### src/sv/sdb_pkg.sv
`timescale 1ns / 1ps

package sdb_pkg;

    // default geometry: signed Q16.16 in 32 bits
    localparam int SDB_DATA_WIDTH = 32;
    localparam int SDB_FRAC_BITS  = 16;

    // mode register codes
    localparam logic [1:0] SDB_MODE_NONE   = 2'd0;
    localparam logic [1:0] SDB_MODE_FIRST  = 2'd1;
    localparam logic [1:0] SDB_MODE_SECOND = 2'd2;
    localparam logic [1:0] SDB_MODE_XY     = 2'd3;

    // configuration register indexes
    localparam logic SDB_CFG_MODE   = 1'b0;
    localparam logic SDB_CFG_OFFSET = 1'b1;

    // request into the quotient sequencer
    typedef struct packed {
        logic start;   // load operands and run
        logic square;  // square the step before dividing
        logic neg;     // sign of the quotient
    } t_quot_req;

    // status back from the quotient sequencer
    typedef struct packed {
        logic done;    // one-cycle pulse, quotient valid
        logic ovf;     // saturated or zero step
    } t_quot_rsp;

endpackage

### src/sv/series_derivative_bounds.sv
`timescale 1ns / 1ps
// Steps: an accepted sample goes through S_DIFF and then S_BOX and S_OUT in modes 0 and 3; in modes 1
// and 2 it passes S_MAG and the quotient sequencer (square in mode 2, check, divide, fix-up) before S_BOX;
// a zero or saturating step skips the divide; a sample without enough history gives no output.
// The input stalls while busy: a new sample is taken only once the last one is through.
// The restoring divider and the shift-add square of the time step share one adder.
// Reset (i_rst_n low, synchronous): mode 0, offset 0, history and box cleared.

module series_derivative_bounds
    import sdb_pkg::*;
#(
    parameter int DATA_WIDTH = SDB_DATA_WIDTH,
    parameter int FRAC_BITS  = SDB_FRAC_BITS
) (
    input  logic                         i_clk,
    input  logic                         i_rst_n,
    // sample channel
    input  logic                         i_in_valid,
    output logic                         o_in_stall,
    input  logic signed [DATA_WIDTH-1:0] i_sample_time,
    input  logic signed [DATA_WIDTH-1:0] i_sample_value,
    input  logic signed [DATA_WIDTH-1:0] i_alt_time,
    input  logic signed [DATA_WIDTH-1:0] i_alt_value,
    input  logic                         i_series_start,
    // point channel
    output logic                         o_out_valid,
    input  logic                         i_out_stall,
    output logic signed [DATA_WIDTH-1:0] o_point_x,
    output logic signed [DATA_WIDTH-1:0] o_point_y,
    output logic signed [DATA_WIDTH-1:0] o_min_x,
    output logic signed [DATA_WIDTH-1:0] o_max_x,
    output logic signed [DATA_WIDTH-1:0] o_min_y,
    output logic signed [DATA_WIDTH-1:0] o_max_y,
    output logic                         o_overflow,
    output logic                         o_mismatch,
    // configuration write channel
    input  logic                         i_cfg_valid,
    output logic                         o_cfg_ready,
    input  logic                         i_cfg_index,
    input  logic        [DATA_WIDTH-1:0] i_cfg_data
);

    localparam int DW = DATA_WIDTH;
    localparam int MW = DATA_WIDTH + 1;

    localparam logic [DW-1:0] POS_MAX = {1'b0, {(DW-1){1'b1}}};
    localparam logic [DW-1:0] NEG_MIN = {1'b1, {(DW-1){1'b0}}};

    typedef enum logic [5:0] {
        S_IDLE = 6'b000001,
        S_DIFF = 6'b000010,
        S_MAG  = 6'b000100,
        S_QUOT = 6'b001000,
        S_BOX  = 6'b010000,
        S_OUT  = 6'b100000
    } t_state;

    t_state       r_state;
    t_state       n_state;

    // configuration
    logic [1:0]    r_mode;
    logic [DW-1:0] r_offset;

    // two-deep history, index 0 newest
    logic [DW-1:0] r_h0t;
    logic [DW-1:0] r_h0v;
    logic [DW-1:0] r_h1t;
    logic [DW-1:0] r_h1v;
    logic [1:0]    r_seen;

    // running box, x held before the offset
    logic [DW-1:0] r_min_x;
    logic [DW-1:0] r_max_x;
    logic [DW-1:0] r_min_y;
    logic [DW-1:0] r_max_y;
    logic          r_mismatch;

    // item under work
    logic [DW-1:0] r_t;
    logic [DW-1:0] r_y;
    logic [DW-1:0] r_at;
    logic [DW-1:0] r_ax;
    logic [DW+1:0] r_nd;
    logic [DW:0]   r_dd;
    logic [DW-1:0] r_px;
    logic [DW-1:0] r_py;
    logic          r_ovf;

    // output register
    logic          r_out_valid;
    logic [DW-1:0] r_o_px;
    logic [DW-1:0] r_o_py;
    logic [DW-1:0] r_o_minx;
    logic [DW-1:0] r_o_maxx;
    logic [DW-1:0] r_o_miny;
    logic [DW-1:0] r_o_maxy;
    logic          r_o_ovf;
    logic          r_o_mis;

    logic          w_in_xfer;
    logic          w_out_xfer;
    logic          w_cfg_xfer;
    logic          w_load;
    logic          w_box_clear;
    logic [DW-1:0] w_tb;
    logic [DW:0]   w_dy;
    logic [DW+1:0] w_n2;
    logic [DW:0]   w_dt;
    logic [DW:0]   w_tsum;
    logic [DW+1:0] w_nd_abs;
    logic [DW:0]   w_dd_abs;
    logic [DW-1:0] w_off;
    logic          w_enough;

    t_quot_req     w_req;
    t_quot_rsp     w_rsp;
    logic [DW-1:0] w_quot;

    // x minus offset, clamped to the signed range
    function automatic logic [DW-1:0] f_sub_sat(input logic [DW-1:0] a, input logic [DW-1:0] b);
        logic [DW:0] d;
        begin
            d = {a[DW-1], a} - {b[DW-1], b};
            if (d[DW] != d[DW-1]) begin
                f_sub_sat = d[DW] ? NEG_MIN : POS_MAX;
            end else begin
                f_sub_sat = d[DW-1:0];
            end
        end
    endfunction

    assign w_in_xfer  = i_in_valid && !o_in_stall;
    assign w_out_xfer = r_out_valid && !i_out_stall;
    assign w_cfg_xfer = i_cfg_valid && o_cfg_ready;
    assign w_load     = (r_state == S_OUT) && (!r_out_valid || !i_out_stall);

    // accept only between items; configuration is always taken
    assign o_in_stall  = (r_state != S_IDLE);
    assign o_cfg_ready = 1'b1;

    // a series start or a change of mode drops the box and the sticky flag
    assign w_box_clear = (w_cfg_xfer && (i_cfg_index == SDB_CFG_MODE) &&
                          (i_cfg_data[1:0] != r_mode)) ||
                         (w_in_xfer && i_series_start);

    // differences against the history; mode 1 looks one back, mode 2 two back
    assign w_tb   = (r_mode == SDB_MODE_FIRST) ? r_h0t : r_h1t;
    assign w_dy   = {r_y[DW-1], r_y} - {r_h0v[DW-1], r_h0v};
    assign w_n2   = {{2{r_y[DW-1]}}, r_y} - {r_h0v[DW-1], r_h0v, 1'b0} +
                    {{2{r_h1v[DW-1]}}, r_h1v};
    assign w_dt   = {r_t[DW-1], r_t} - {w_tb[DW-1], w_tb};
    assign w_tsum = {r_t[DW-1], r_t} + {w_tb[DW-1], w_tb};

    assign w_enough = ((r_mode == SDB_MODE_FIRST) && (r_seen != 2'd0)) ||
                      ((r_mode == SDB_MODE_SECOND) && (r_seen == 2'd2));

    // magnitudes and sign for the divider
    assign w_nd_abs = r_nd[DW+1] ? (~r_nd + (DW+2)'(1)) : r_nd;
    assign w_dd_abs = r_dd[DW] ? (~r_dd + (DW+1)'(1)) : r_dd;

    assign w_req.start  = (r_state == S_MAG);
    assign w_req.square = (r_mode == SDB_MODE_SECOND);
    assign w_req.neg    = (r_mode == SDB_MODE_SECOND) ? r_nd[DW+1] : (r_nd[DW+1] ^ r_dd[DW]);

    sdb_quot #(
        .DATA_WIDTH (DATA_WIDTH),
        .FRAC_BITS  (FRAC_BITS)
    ) u_quot (
        .i_clk     (i_clk),
        .i_rst_n   (i_rst_n),
        .i_req     (w_req),
        .i_num_mag (w_nd_abs[MW-1:0]),
        .i_dt_mag  (w_dd_abs),
        .o_rsp     (w_rsp),
        .o_quot    (w_quot)
    );

    // XY points are not shifted by the offset
    assign w_off = (r_mode == SDB_MODE_XY) ? '0 : r_offset;

    // sequencer
    always_comb begin
        n_state = r_state;
        case (r_state)
            S_IDLE: begin
                if (w_in_xfer) begin
                    n_state = S_DIFF;
                end
            end
            S_DIFF: begin
                if ((r_mode == SDB_MODE_NONE) || (r_mode == SDB_MODE_XY)) begin
                    n_state = S_BOX;
                end else if (w_enough) begin
                    n_state = S_MAG;
                end else begin
                    // not enough history: drop the result, keep the sample
                    n_state = S_IDLE;
                end
            end
            S_MAG: begin
                n_state = S_QUOT;
            end
            S_QUOT: begin
                if (w_rsp.done) begin
                    n_state = S_BOX;
                end
            end
            S_BOX: begin
                n_state = S_OUT;
            end
            S_OUT: begin
                // hold until the output register is free
                if (w_load) begin
                    n_state = S_IDLE;
                end
            end
            default: begin
                n_state = S_IDLE;
            end
        endcase
    end

    // control state, configuration, history and box
    always_ff @(posedge i_clk) begin
        if (!i_rst_n) begin
            r_state     <= S_IDLE;
            r_out_valid <= 1'b0;
            r_mode      <= SDB_MODE_NONE;
            r_offset    <= '0;
            r_h0t       <= '0;
            r_h0v       <= '0;
            r_h1t       <= '0;
            r_h1v       <= '0;
            r_seen      <= 2'd0;
            r_min_x     <= POS_MAX;
            r_max_x     <= NEG_MIN;
            r_min_y     <= POS_MAX;
            r_max_y     <= NEG_MIN;
            r_mismatch  <= 1'b0;
        end else begin
            r_state <= n_state;

            if (w_cfg_xfer) begin
                case (i_cfg_index)
                    SDB_CFG_MODE:   r_mode   <= i_cfg_data[1:0];
                    SDB_CFG_OFFSET: r_offset <= i_cfg_data;
                    default: ;
                endcase
            end

            case (r_state)
                S_DIFF: begin
                    // advance the history
                    r_h1t <= r_h0t;
                    r_h1v <= r_h0v;
                    r_h0t <= r_t;
                    r_h0v <= r_y;
                    if (r_seen != 2'd2) begin
                        r_seen <= r_seen + 2'd1;
                    end
                    if ((r_mode == SDB_MODE_XY) && (r_at != r_t)) begin
                        r_mismatch <= 1'b1;
                    end
                end
                S_BOX: begin
                    if ($signed(r_px) < $signed(r_min_x)) r_min_x <= r_px;
                    if ($signed(r_px) > $signed(r_max_x)) r_max_x <= r_px;
                    if ($signed(r_py) < $signed(r_min_y)) r_min_y <= r_py;
                    if ($signed(r_py) > $signed(r_max_y)) r_max_y <= r_py;
                end
                default: ;
            endcase

            if (w_box_clear) begin
                r_min_x    <= POS_MAX;
                r_max_x    <= NEG_MIN;
                r_min_y    <= POS_MAX;
                r_max_y    <= NEG_MIN;
                r_mismatch <= 1'b0;
            end

            // series start: drop the history before the sample is handled
            if (w_in_xfer && i_series_start) begin
                r_h0t  <= '0;
                r_h0v  <= '0;
                r_h1t  <= '0;
                r_h1v  <= '0;
                r_seen <= 2'd0;
            end

            // a load in the same cycle as a transfer out keeps valid high
            if (w_load) begin
                r_out_valid <= 1'b1;
            end else if (w_out_xfer) begin
                r_out_valid <= 1'b0;
            end
        end
    end

    // payload
    always_ff @(posedge i_clk) begin
        if (w_in_xfer) begin
            r_t  <= i_sample_time;
            r_y  <= i_sample_value;
            r_at <= i_alt_time;
            r_ax <= i_alt_value;
        end

        if (r_state == S_DIFF) begin
            r_nd  <= (r_mode == SDB_MODE_SECOND) ? w_n2 : {w_dy[DW], w_dy};
            r_dd  <= w_dt;
            r_py  <= r_y;
            r_ovf <= 1'b0;
            case (r_mode)
                SDB_MODE_NONE: r_px <= r_t;
                SDB_MODE_XY:   r_px <= r_ax;
                // midpoint, rounded toward minus infinity
                default:       r_px <= w_tsum[DW:1];
            endcase
        end

        if ((r_state == S_QUOT) && w_rsp.done) begin
            r_py  <= w_quot;
            r_ovf <= w_rsp.ovf;
        end

        if (w_load) begin
            r_o_px   <= f_sub_sat(r_px, w_off);
            r_o_py   <= r_py;
            r_o_minx <= f_sub_sat(r_min_x, w_off);
            r_o_maxx <= f_sub_sat(r_max_x, w_off);
            r_o_miny <= r_min_y;
            r_o_maxy <= r_max_y;
            r_o_ovf  <= r_ovf;
            r_o_mis  <= r_mismatch;
        end
    end

    assign o_out_valid = r_out_valid;
    assign o_point_x   = r_o_px;
    assign o_point_y   = r_o_py;
    assign o_min_x     = r_o_minx;
    assign o_max_x     = r_o_maxx;
    assign o_min_y     = r_o_miny;
    assign o_max_y     = r_o_maxy;
    assign o_overflow  = r_o_ovf;
    assign o_mismatch  = r_o_mis;

endmodule

### src/sv/sdb_alu.sv
`timescale 1ns / 1ps

module sdb_alu #(
    parameter int WIDTH = 67
) (
    input  logic [WIDTH-1:0] i_a,
    input  logic [WIDTH-1:0] i_b,
    input  logic             i_sub,
    output logic [WIDTH-1:0] o_sum,
    output logic             o_carry
);

    logic [WIDTH:0] w_full;

    // a + b, or a - b with carry high when a >= b
    assign w_full  = {1'b0, i_a} + {1'b0, i_b ^ {WIDTH{i_sub}}} + {{WIDTH{1'b0}}, i_sub};
    assign o_sum   = w_full[WIDTH-1:0];
    assign o_carry = w_full[WIDTH];

endmodule

### src/sv/sdb_quot.sv
`timescale 1ns / 1ps

module sdb_quot
    import sdb_pkg::*;
#(
    parameter int DATA_WIDTH = SDB_DATA_WIDTH,
    parameter int FRAC_BITS  = SDB_FRAC_BITS
) (
    input  logic                  i_clk,
    input  logic                  i_rst_n,
    input  t_quot_req             i_req,
    input  logic [DATA_WIDTH:0]   i_num_mag,
    input  logic [DATA_WIDTH:0]   i_dt_mag,
    output t_quot_rsp             o_rsp,
    output logic [DATA_WIDTH-1:0] o_quot
);

    localparam int MW   = DATA_WIDTH + 1;
    localparam int SH1  = FRAC_BITS;
    localparam int SH2  = 2 + 2 * FRAC_BITS;
    localparam int NW   = MW + SH2;
    localparam int DENW = 2 * MW;
    localparam int HW   = NW - DATA_WIDTH;
    localparam int XW   = (DENW > HW) ? DENW : HW;
    localparam int AW   = XW + 1;
    localparam int CW   = $clog2(MW + 1);

    localparam logic [DATA_WIDTH-1:0] POS_MAX = {1'b0, {(DATA_WIDTH-1){1'b1}}};
    localparam logic [DATA_WIDTH-1:0] NEG_MIN = {1'b1, {(DATA_WIDTH-1){1'b0}}};

    typedef enum logic [4:0] {
        Q_IDLE  = 5'b00001,
        Q_MUL   = 5'b00010,
        Q_CHECK = 5'b00100,
        Q_DIV   = 5'b01000,
        Q_FIX   = 5'b10000
    } t_qstate;

    t_qstate               r_state;
    logic [CW-1:0]         r_cnt;
    logic                  r_done;
    logic [NW-1:0]         r_num;
    logic [DENW-1:0]       r_den;
    logic [MW-1:0]         r_mcand;
    logic [DENW-1:0]       r_rem;
    logic [DATA_WIDTH-1:0] r_low;
    logic [DATA_WIDTH-1:0] r_q;
    logic                  r_neg;
    logic [DATA_WIDTH-1:0] r_quot;
    logic                  r_ovf;

    logic [AW-1:0]         w_a;
    logic [AW-1:0]         w_b;
    logic                  w_sub;
    logic [AW-1:0]         w_sum;
    logic                  w_carry;
    logic                  w_den_zero;
    logic [DATA_WIDTH-1:0] w_lim;
    logic [DATA_WIDTH-1:0] w_sat;

    // operand select for the shared adder
    always_comb begin
        case (r_state)
            Q_MUL: begin
                w_a   = AW'(r_den[DENW-1:MW]);
                w_b   = r_den[0] ? AW'(r_mcand) : '0;
                w_sub = 1'b0;
            end
            Q_CHECK: begin
                w_a   = AW'(r_num[NW-1:DATA_WIDTH]);
                w_b   = AW'(r_den);
                w_sub = 1'b1;
            end
            Q_DIV: begin
                w_a   = AW'({r_rem, r_low[DATA_WIDTH-1]});
                w_b   = AW'(r_den);
                w_sub = 1'b1;
            end
            default: begin
                w_a   = '0;
                w_b   = '0;
                w_sub = 1'b0;
            end
        endcase
    end

    sdb_alu #(
        .WIDTH (AW)
    ) u_alu (
        .i_a     (w_a),
        .i_b     (w_b),
        .i_sub   (w_sub),
        .o_sum   (w_sum),
        .o_carry (w_carry)
    );

    assign w_den_zero = (r_den == '0);
    assign w_lim      = r_neg ? NEG_MIN : POS_MAX;
    assign w_sat      = r_neg ? NEG_MIN : POS_MAX;

    // sequencer
    always_ff @(posedge i_clk) begin
        if (!i_rst_n) begin
            r_state <= Q_IDLE;
            r_cnt   <= '0;
            r_done  <= 1'b0;
        end else begin
            // pulse done on an early exit from the check or after the fix-up
            r_done <= ((r_state == Q_CHECK) && (w_den_zero || w_carry)) ||
                      (r_state == Q_FIX);
            case (r_state)
                Q_IDLE: begin
                    if (i_req.start) begin
                        r_state <= i_req.square ? Q_MUL : Q_CHECK;
                        r_cnt   <= '0;
                    end
                end
                Q_MUL: begin
                    r_cnt <= r_cnt + CW'(1);
                    if (r_cnt == CW'(MW - 1)) begin
                        r_state <= Q_CHECK;
                    end
                end
                Q_CHECK: begin
                    r_cnt <= '0;
                    if (w_den_zero || w_carry) begin
                        r_state <= Q_IDLE;
                    end else begin
                        r_state <= Q_DIV;
                    end
                end
                Q_DIV: begin
                    r_cnt <= r_cnt + CW'(1);
                    if (r_cnt == CW'(DATA_WIDTH - 1)) begin
                        r_state <= Q_FIX;
                    end
                end
                Q_FIX: begin
                    r_state <= Q_IDLE;
                end
                default: begin
                    r_state <= Q_IDLE;
                end
            endcase
        end
    end

    // datapath
    always_ff @(posedge i_clk) begin
        case (r_state)
            Q_IDLE: begin
                if (i_req.start) begin
                    r_num   <= i_req.square ? (NW'(i_num_mag) << SH2) : (NW'(i_num_mag) << SH1);
                    r_den   <= DENW'(i_dt_mag);
                    r_mcand <= i_dt_mag;
                    r_neg   <= i_req.neg;
                end
            end
            Q_MUL: begin
                // shift-add square: add the step into the high half, shift right
                r_den <= {w_sum[MW:0], r_den[MW-1:1]};
            end
            Q_CHECK: begin
                if (w_den_zero) begin
                    r_quot <= (r_num == '0) ? '0 : w_sat;
                    r_ovf  <= 1'b1;
                end else if (w_carry) begin
                    // quotient needs more than DATA_WIDTH bits
                    r_quot <= w_sat;
                    r_ovf  <= 1'b1;
                end else begin
                    r_rem <= DENW'(r_num[NW-1:DATA_WIDTH]);
                    r_low <= r_num[DATA_WIDTH-1:0];
                    r_q   <= '0;
                end
            end
            Q_DIV: begin
                r_rem <= w_carry ? DENW'(w_sum) : DENW'({r_rem, r_low[DATA_WIDTH-1]});
                r_low <= {r_low[DATA_WIDTH-2:0], 1'b0};
                r_q   <= {r_q[DATA_WIDTH-2:0], w_carry};
            end
            Q_FIX: begin
                if (r_q > w_lim) begin
                    r_quot <= w_sat;
                    r_ovf  <= 1'b1;
                end else begin
                    r_quot <= r_neg ? (~r_q + DATA_WIDTH'(1)) : r_q;
                    r_ovf  <= 1'b0;
                end
            end
            default: ;
        endcase
    end

    assign o_rsp.done = r_done;
    assign o_rsp.ovf  = r_ovf;
    assign o_quot     = r_quot;

endmodule
### config.mk
export PLATFORM = sky130hd
export DESIGN_NAME = series_derivative_bounds
export DESIGN_NICKNAME = d
export VERILOG_FILES = /design/src/sv/sdb_pkg.sv /design/src/sv/series_derivative_bounds.sv /design/src/sv/sdb_alu.sv /design/src/sv/sdb_quot.sv
export SDC_FILE = /design/constraint.sdc
export NUM_CORES = 2
export LEC_CHECK = 0
export BUFFER_PORTS_ARGS = -buffer_cell sky130_fd_sc_hd__buf_2
export CAP_MARGIN = 40
export CORE_MARGIN = 1.5
export CORE_UTILIZATION = 58
export CTS_BUF_LIST = sky130_fd_sc_hd__clkbuf_8
export DETAILED_ROUTE_END_ITERATION = 8
export PLACE_DENSITY_LB_ADDON = 0.25
export SYNTH_ARGS = -nofsm -noshare
export SYNTH_HDL_FRONTEND = slang
export SYNTH_SLANG_ARGS = --single-unit
### constraint.sdc
create_clock -name i_clk -period 10.3 [get_ports i_clk]
set_input_delay 0.515 -clock i_clk [delete_from_list [all_inputs] [get_ports i_clk]]
set_output_delay 0.515 -clock i_clk [all_outputs]
set_load 0.05 [all_outputs]
==> results.tsv <==
stage	metric	value	unit
status	status	finished, final reports clean	
drt	via count	50300	
timing	Tmin final	7.37	ns
drt	DR pass1 iterations	9	
timing	Hold Fails Final Rpt	0	
global_route	M3 GR Usage	5.49	%
cells_and_area	final std cells w/o fill	8421	
drt	Residual DRC	0	
critical_path	worst path cell trace	nor4_1 > and2_2 > buf_4 > a222oi_1 > inv_1 > ha_1 > a21oi_1 > o21ai_0 > a21o_1 > a221o_1 > a21oi_1 > o31ai_2 > a21bo_2 > o31ai_4 > nand3_1 > nand2_4 > buf_4	
critical_path	Critical Path RT	10.80	ns
clocking	clock-pin transition on the worst setup and hold timing paths	0.06	ns
critical_path	CP peak stage delay	0.80	ns
placed_design	Placed Instances	7923	
power_and_ir_drop	Pwr per Cell Area	146	nW/um2
global_route	largest net degree at the start of global routing	102	
worst_hold_path	worst min path class	in -> reg	
global_route	antenna violations before repair	7	
timing	WHS	0.0897	ns
synth	mapped cell area	62300	um2
power_and_ir_drop	combinational share of power	15.7	%
critical_path	worst r2r path cells	17	
floorplan	Die Y	331	um
timing	Fmax	136	MHz
synth	Most used DFF post-synth	edfxtp_1	
timing	Slew Viols, Final	0	
critical_path	Setup crit start kind	flip-flop	
power_and_ir_drop	clock share of power	36.8	%
global_route	grt peak-use layer	met2	
power_and_ir_drop	sequential power share	47.5	%
cells_and_area	most frequent cells in the layout	nand2_1 (770), edfxtp_1 (752), a21oi_1 (551), inv_1 (528), nor2_1 (515)	
placed_design	Buffers on Ports	362	
worst_hold_path	Hold EP	r_offset[30]	
global_route	vias in the first global route	48300	
synth	async set or reset register ratio after synthesis	0	%
clocking	post-CTS sizing	0	
cells_and_area	fillers	8324	
clocking	Post-CTS Setup Repair Bufs	0	
synth	flops & latches, synth	1064	
global_route	gr usage total	32.3	%
drt	WL per Instance	21.3	um
global_route	GR Layer Usage met1	42.2	%
critical_path	Critical Path Slowest Stage Cell	o31ai_4	
drt	Final ANT Viol Nets	0	
synth	Yosys cell types	95	
cells_and_area	Syn-to-layout area delta	13.5	%
worst_hold_path	Hold Path Origin	i_cfg_data[30]	
critical_path	WP data arrival	7.87	ns
cells_and_area	utilization after layout	66.2	%
clocking	CTS tree	built	
clocking	hold-fix buffers at CTS	158	
floorplan	Chip Width	331	um
timing	post-route setup TNS	0	ns
floorplan	Initial Utilization	58.3	%
timing	worst setup margin	2.93	ns
drt	DRT iter0 DRCs	4960	
critical_path	reg2reg end	u_quot.r_rem[62]	
clocking	CTS max path bufs	3	
clocking	Root Driver	clkbuf_8	
synth	share of the yosys chip area belonging to registers	46.3	%
global_route	total grt overflow	0	
synth	average size of a mapped cell	9.78	um2
clocking	# H-tree levels	4	
clocking	CTS Buf Count	178	
power_and_ir_drop	Leak Pwr	28.9	nW
floorplan	CORE AREA	107000	um2
timing	Clock Skew	0.0735	ns
cells_and_area	Layout Nets	7524	
power_and_ir_drop	IR Drop Worst-Case VDD	133	uV
floorplan	die area	109000	um2
job	number of max-cap violations	0	
clocking	CTS sink cnt	1064	
critical_path	r2r startpoint	u_quot.r_state[2]	
global_route	first-pass GRT wire length	274	mm
timing	Worst Max-Slew Pin Slew	0.921	ns
synth	syn nets	7037	
cells_and_area	most common cell after layout, fill and taps aside	nand2_1	
synth	Post-Synthesis Cells	6371	
synth	Post-synth EDFFs	752	
placed_design	dpl ws	3.01	ns
power_and_ir_drop	P_int	7.35	mW
timing	max_slew headroom	38.6	%
timing	Setup Viol. Count Final	0	
timing	part of the cycle the worst path needs	71.6	%
drt	Vias/cell	5.97	
worst_hold_path	worst hold stages	3	
timing	RSZ-0062 raised after global routing	false	
floorplan	# IOs	364	
power_and_ir_drop	Switch Pwr	2.99	mW
clocking	Clock Latency Late Sink	0.90	ns
critical_path	critical path class	reg -> reg	
floorplan	Rows	120	
critical_path	Max FO, Critical Path	44	
drt	drt total wl	180	mm
critical_path	CP bufs+invs	3	
critical_path	flop-to-flop setup slack	2.93	ns
power_and_ir_drop	Net Sw Frac	28.9	%
cells_and_area	layout cells sized above 1	11.1	%
global_route	met2 Use GR	51.8	%
critical_path	CP Capture Type	flip-flop	
placed_design	Post-DP HPWL	130	mm
synth	Syn. warnings	0	
placed_design	Routability Congestion	0.992	
critical_path	CP top delay family	compound AO/OA/AOI/OAI gates	
routing by layer:
metal / part of all wire (%) / up-vias
met1: 41 / 24000
met3: 7.5 / 439
met5: 0.029 / -
met2: 46 / 2143
met4: 5.3 / 8
li1: - / 23700
worst max path at each step:
stage                            from  slack [ns]  depth (start not counted)          endpoint
finish              u_quot.r_state[2]        2.93                         17  u_quot.r_rem[62]
global route        u_quot.r_state[4]        2.55                         17  u_quot.r_rem[55]
CTS                 u_quot.r_state[4]        3.03                         17  u_quot.r_rem[55]
detailed placement  u_quot.r_state[4]        3.01                         17   u_quot.r_rem[1]
global placement    u_quot.r_state[4]        3.22                         17  u_quot.r_low[24]
floorplan                  r_state[5]        1.85                          9       r_min_y[10]
sequential cells by signal, summed over array words and instances, names as in the netlist, 33 cells and up:
register and flops:
u_quot.r_rem 66, u_quot.r_num 51, u_quot.r_mcand 33, r_nd 34, r_dd 33, u_quot.r_den 66
per-stage QoR:
step	total power [mW]	instance area [um2]
finish	10.3	70700
global route	10.7	70700
CTS	10.3	70700
detailed placement	6.52	65500
global placement	6.47	65300
floorplan	6.03	62300
Yosys cell counts (9+ instances only):
master	instances	area (um2)
a2111oi_0	9	78.8
a211o_1	11	96.3
a211oi_1	19	143
a21boi_0	49	368
a21o_1	172	1290
a21oi_1	553	2770
a221oi_1	41	359
a222oi_1	32	320
a31oi_1	32	200
and2_1	93	582
and3_1	25	156
buf_1	19	71.3
buf_2	26	130
clkbuf_1	225	845
dfxtp_1	312	6250
edfxtp_1	752	22600
fa_1	39	781
ha_1	460	5760
inv_1	453	1700
maj3_1	22	220
mux2_2	65	732
mux2i_1	124	1240
nand2_1	775	2910
nand2b_1	77	482
nand3_1	90	450
nand3b_1	13	97.6
nand4_1	76	475
nor2_1	518	1940
nor2b_1	39	244
nor3_1	70	350
nor4_1	49	307
o211ai_1	21	158
o21a_1	61	458
o21ai_0	307	1540
o21ai_1	13	65.1
o21bai_1	56	420
o31ai_1	78	586
o41ai_1	11	96.3
or3_1	29	181
or4_1	21	158
xnor2_1	235	2060
xor2_1	156	1370
tightest hold or removal path, stage by stage:
cell and delay, ns:
buf_2 0.10, nand2_1 0.17, a21boi_0 0.11
power by group through the flow:
stage	clock network, mW	registers, mW	logic [mW]
2_1_floorplan	0	4.94	1.10
3_3_place_gp	0	4.99	1.48
3_5_place_dp	0	4.99	1.53
5_1_grt	4.02	4.91	1.78
6_report	3.81	4.91	1.63
4_1_cts	3.83	4.90	1.59
final cells by class:
cell class              instances  area (um2)  area share [%]
multi-input cells            4575       30800            43.5
flip-flops and latches       1064       28800            40.8
repair buffers                582        4040            5.72
clock buffers                 198        2730            3.85
well taps                    1403        1760            2.48
inverters                     457        1720            2.44
clock inverters               138         860            1.22
diodes                          4        10.0          0.0142
logic make-up after synthesis:
| kind of cell | after synthesis | share of synthesized area [%] |
|---|---|---|
| AO/OA/AOI/OAI | 1554 | 15.7 |
| XOR/XNOR | 392 | 5.52 |
| multiplexers | 189 | 3.17 |
| adder cells (fa/ha/maj) | 521 | 10.8 |
| buffers and inverters | 732 | 4.51 |
| flip-flops | 1064 | 46.3 |
| AND/OR/NAND/NOR | 1918 | 14.0 |
| other | 1 | 0.00602 |
No activity file was read; power rests on OpenSTA's default activity.
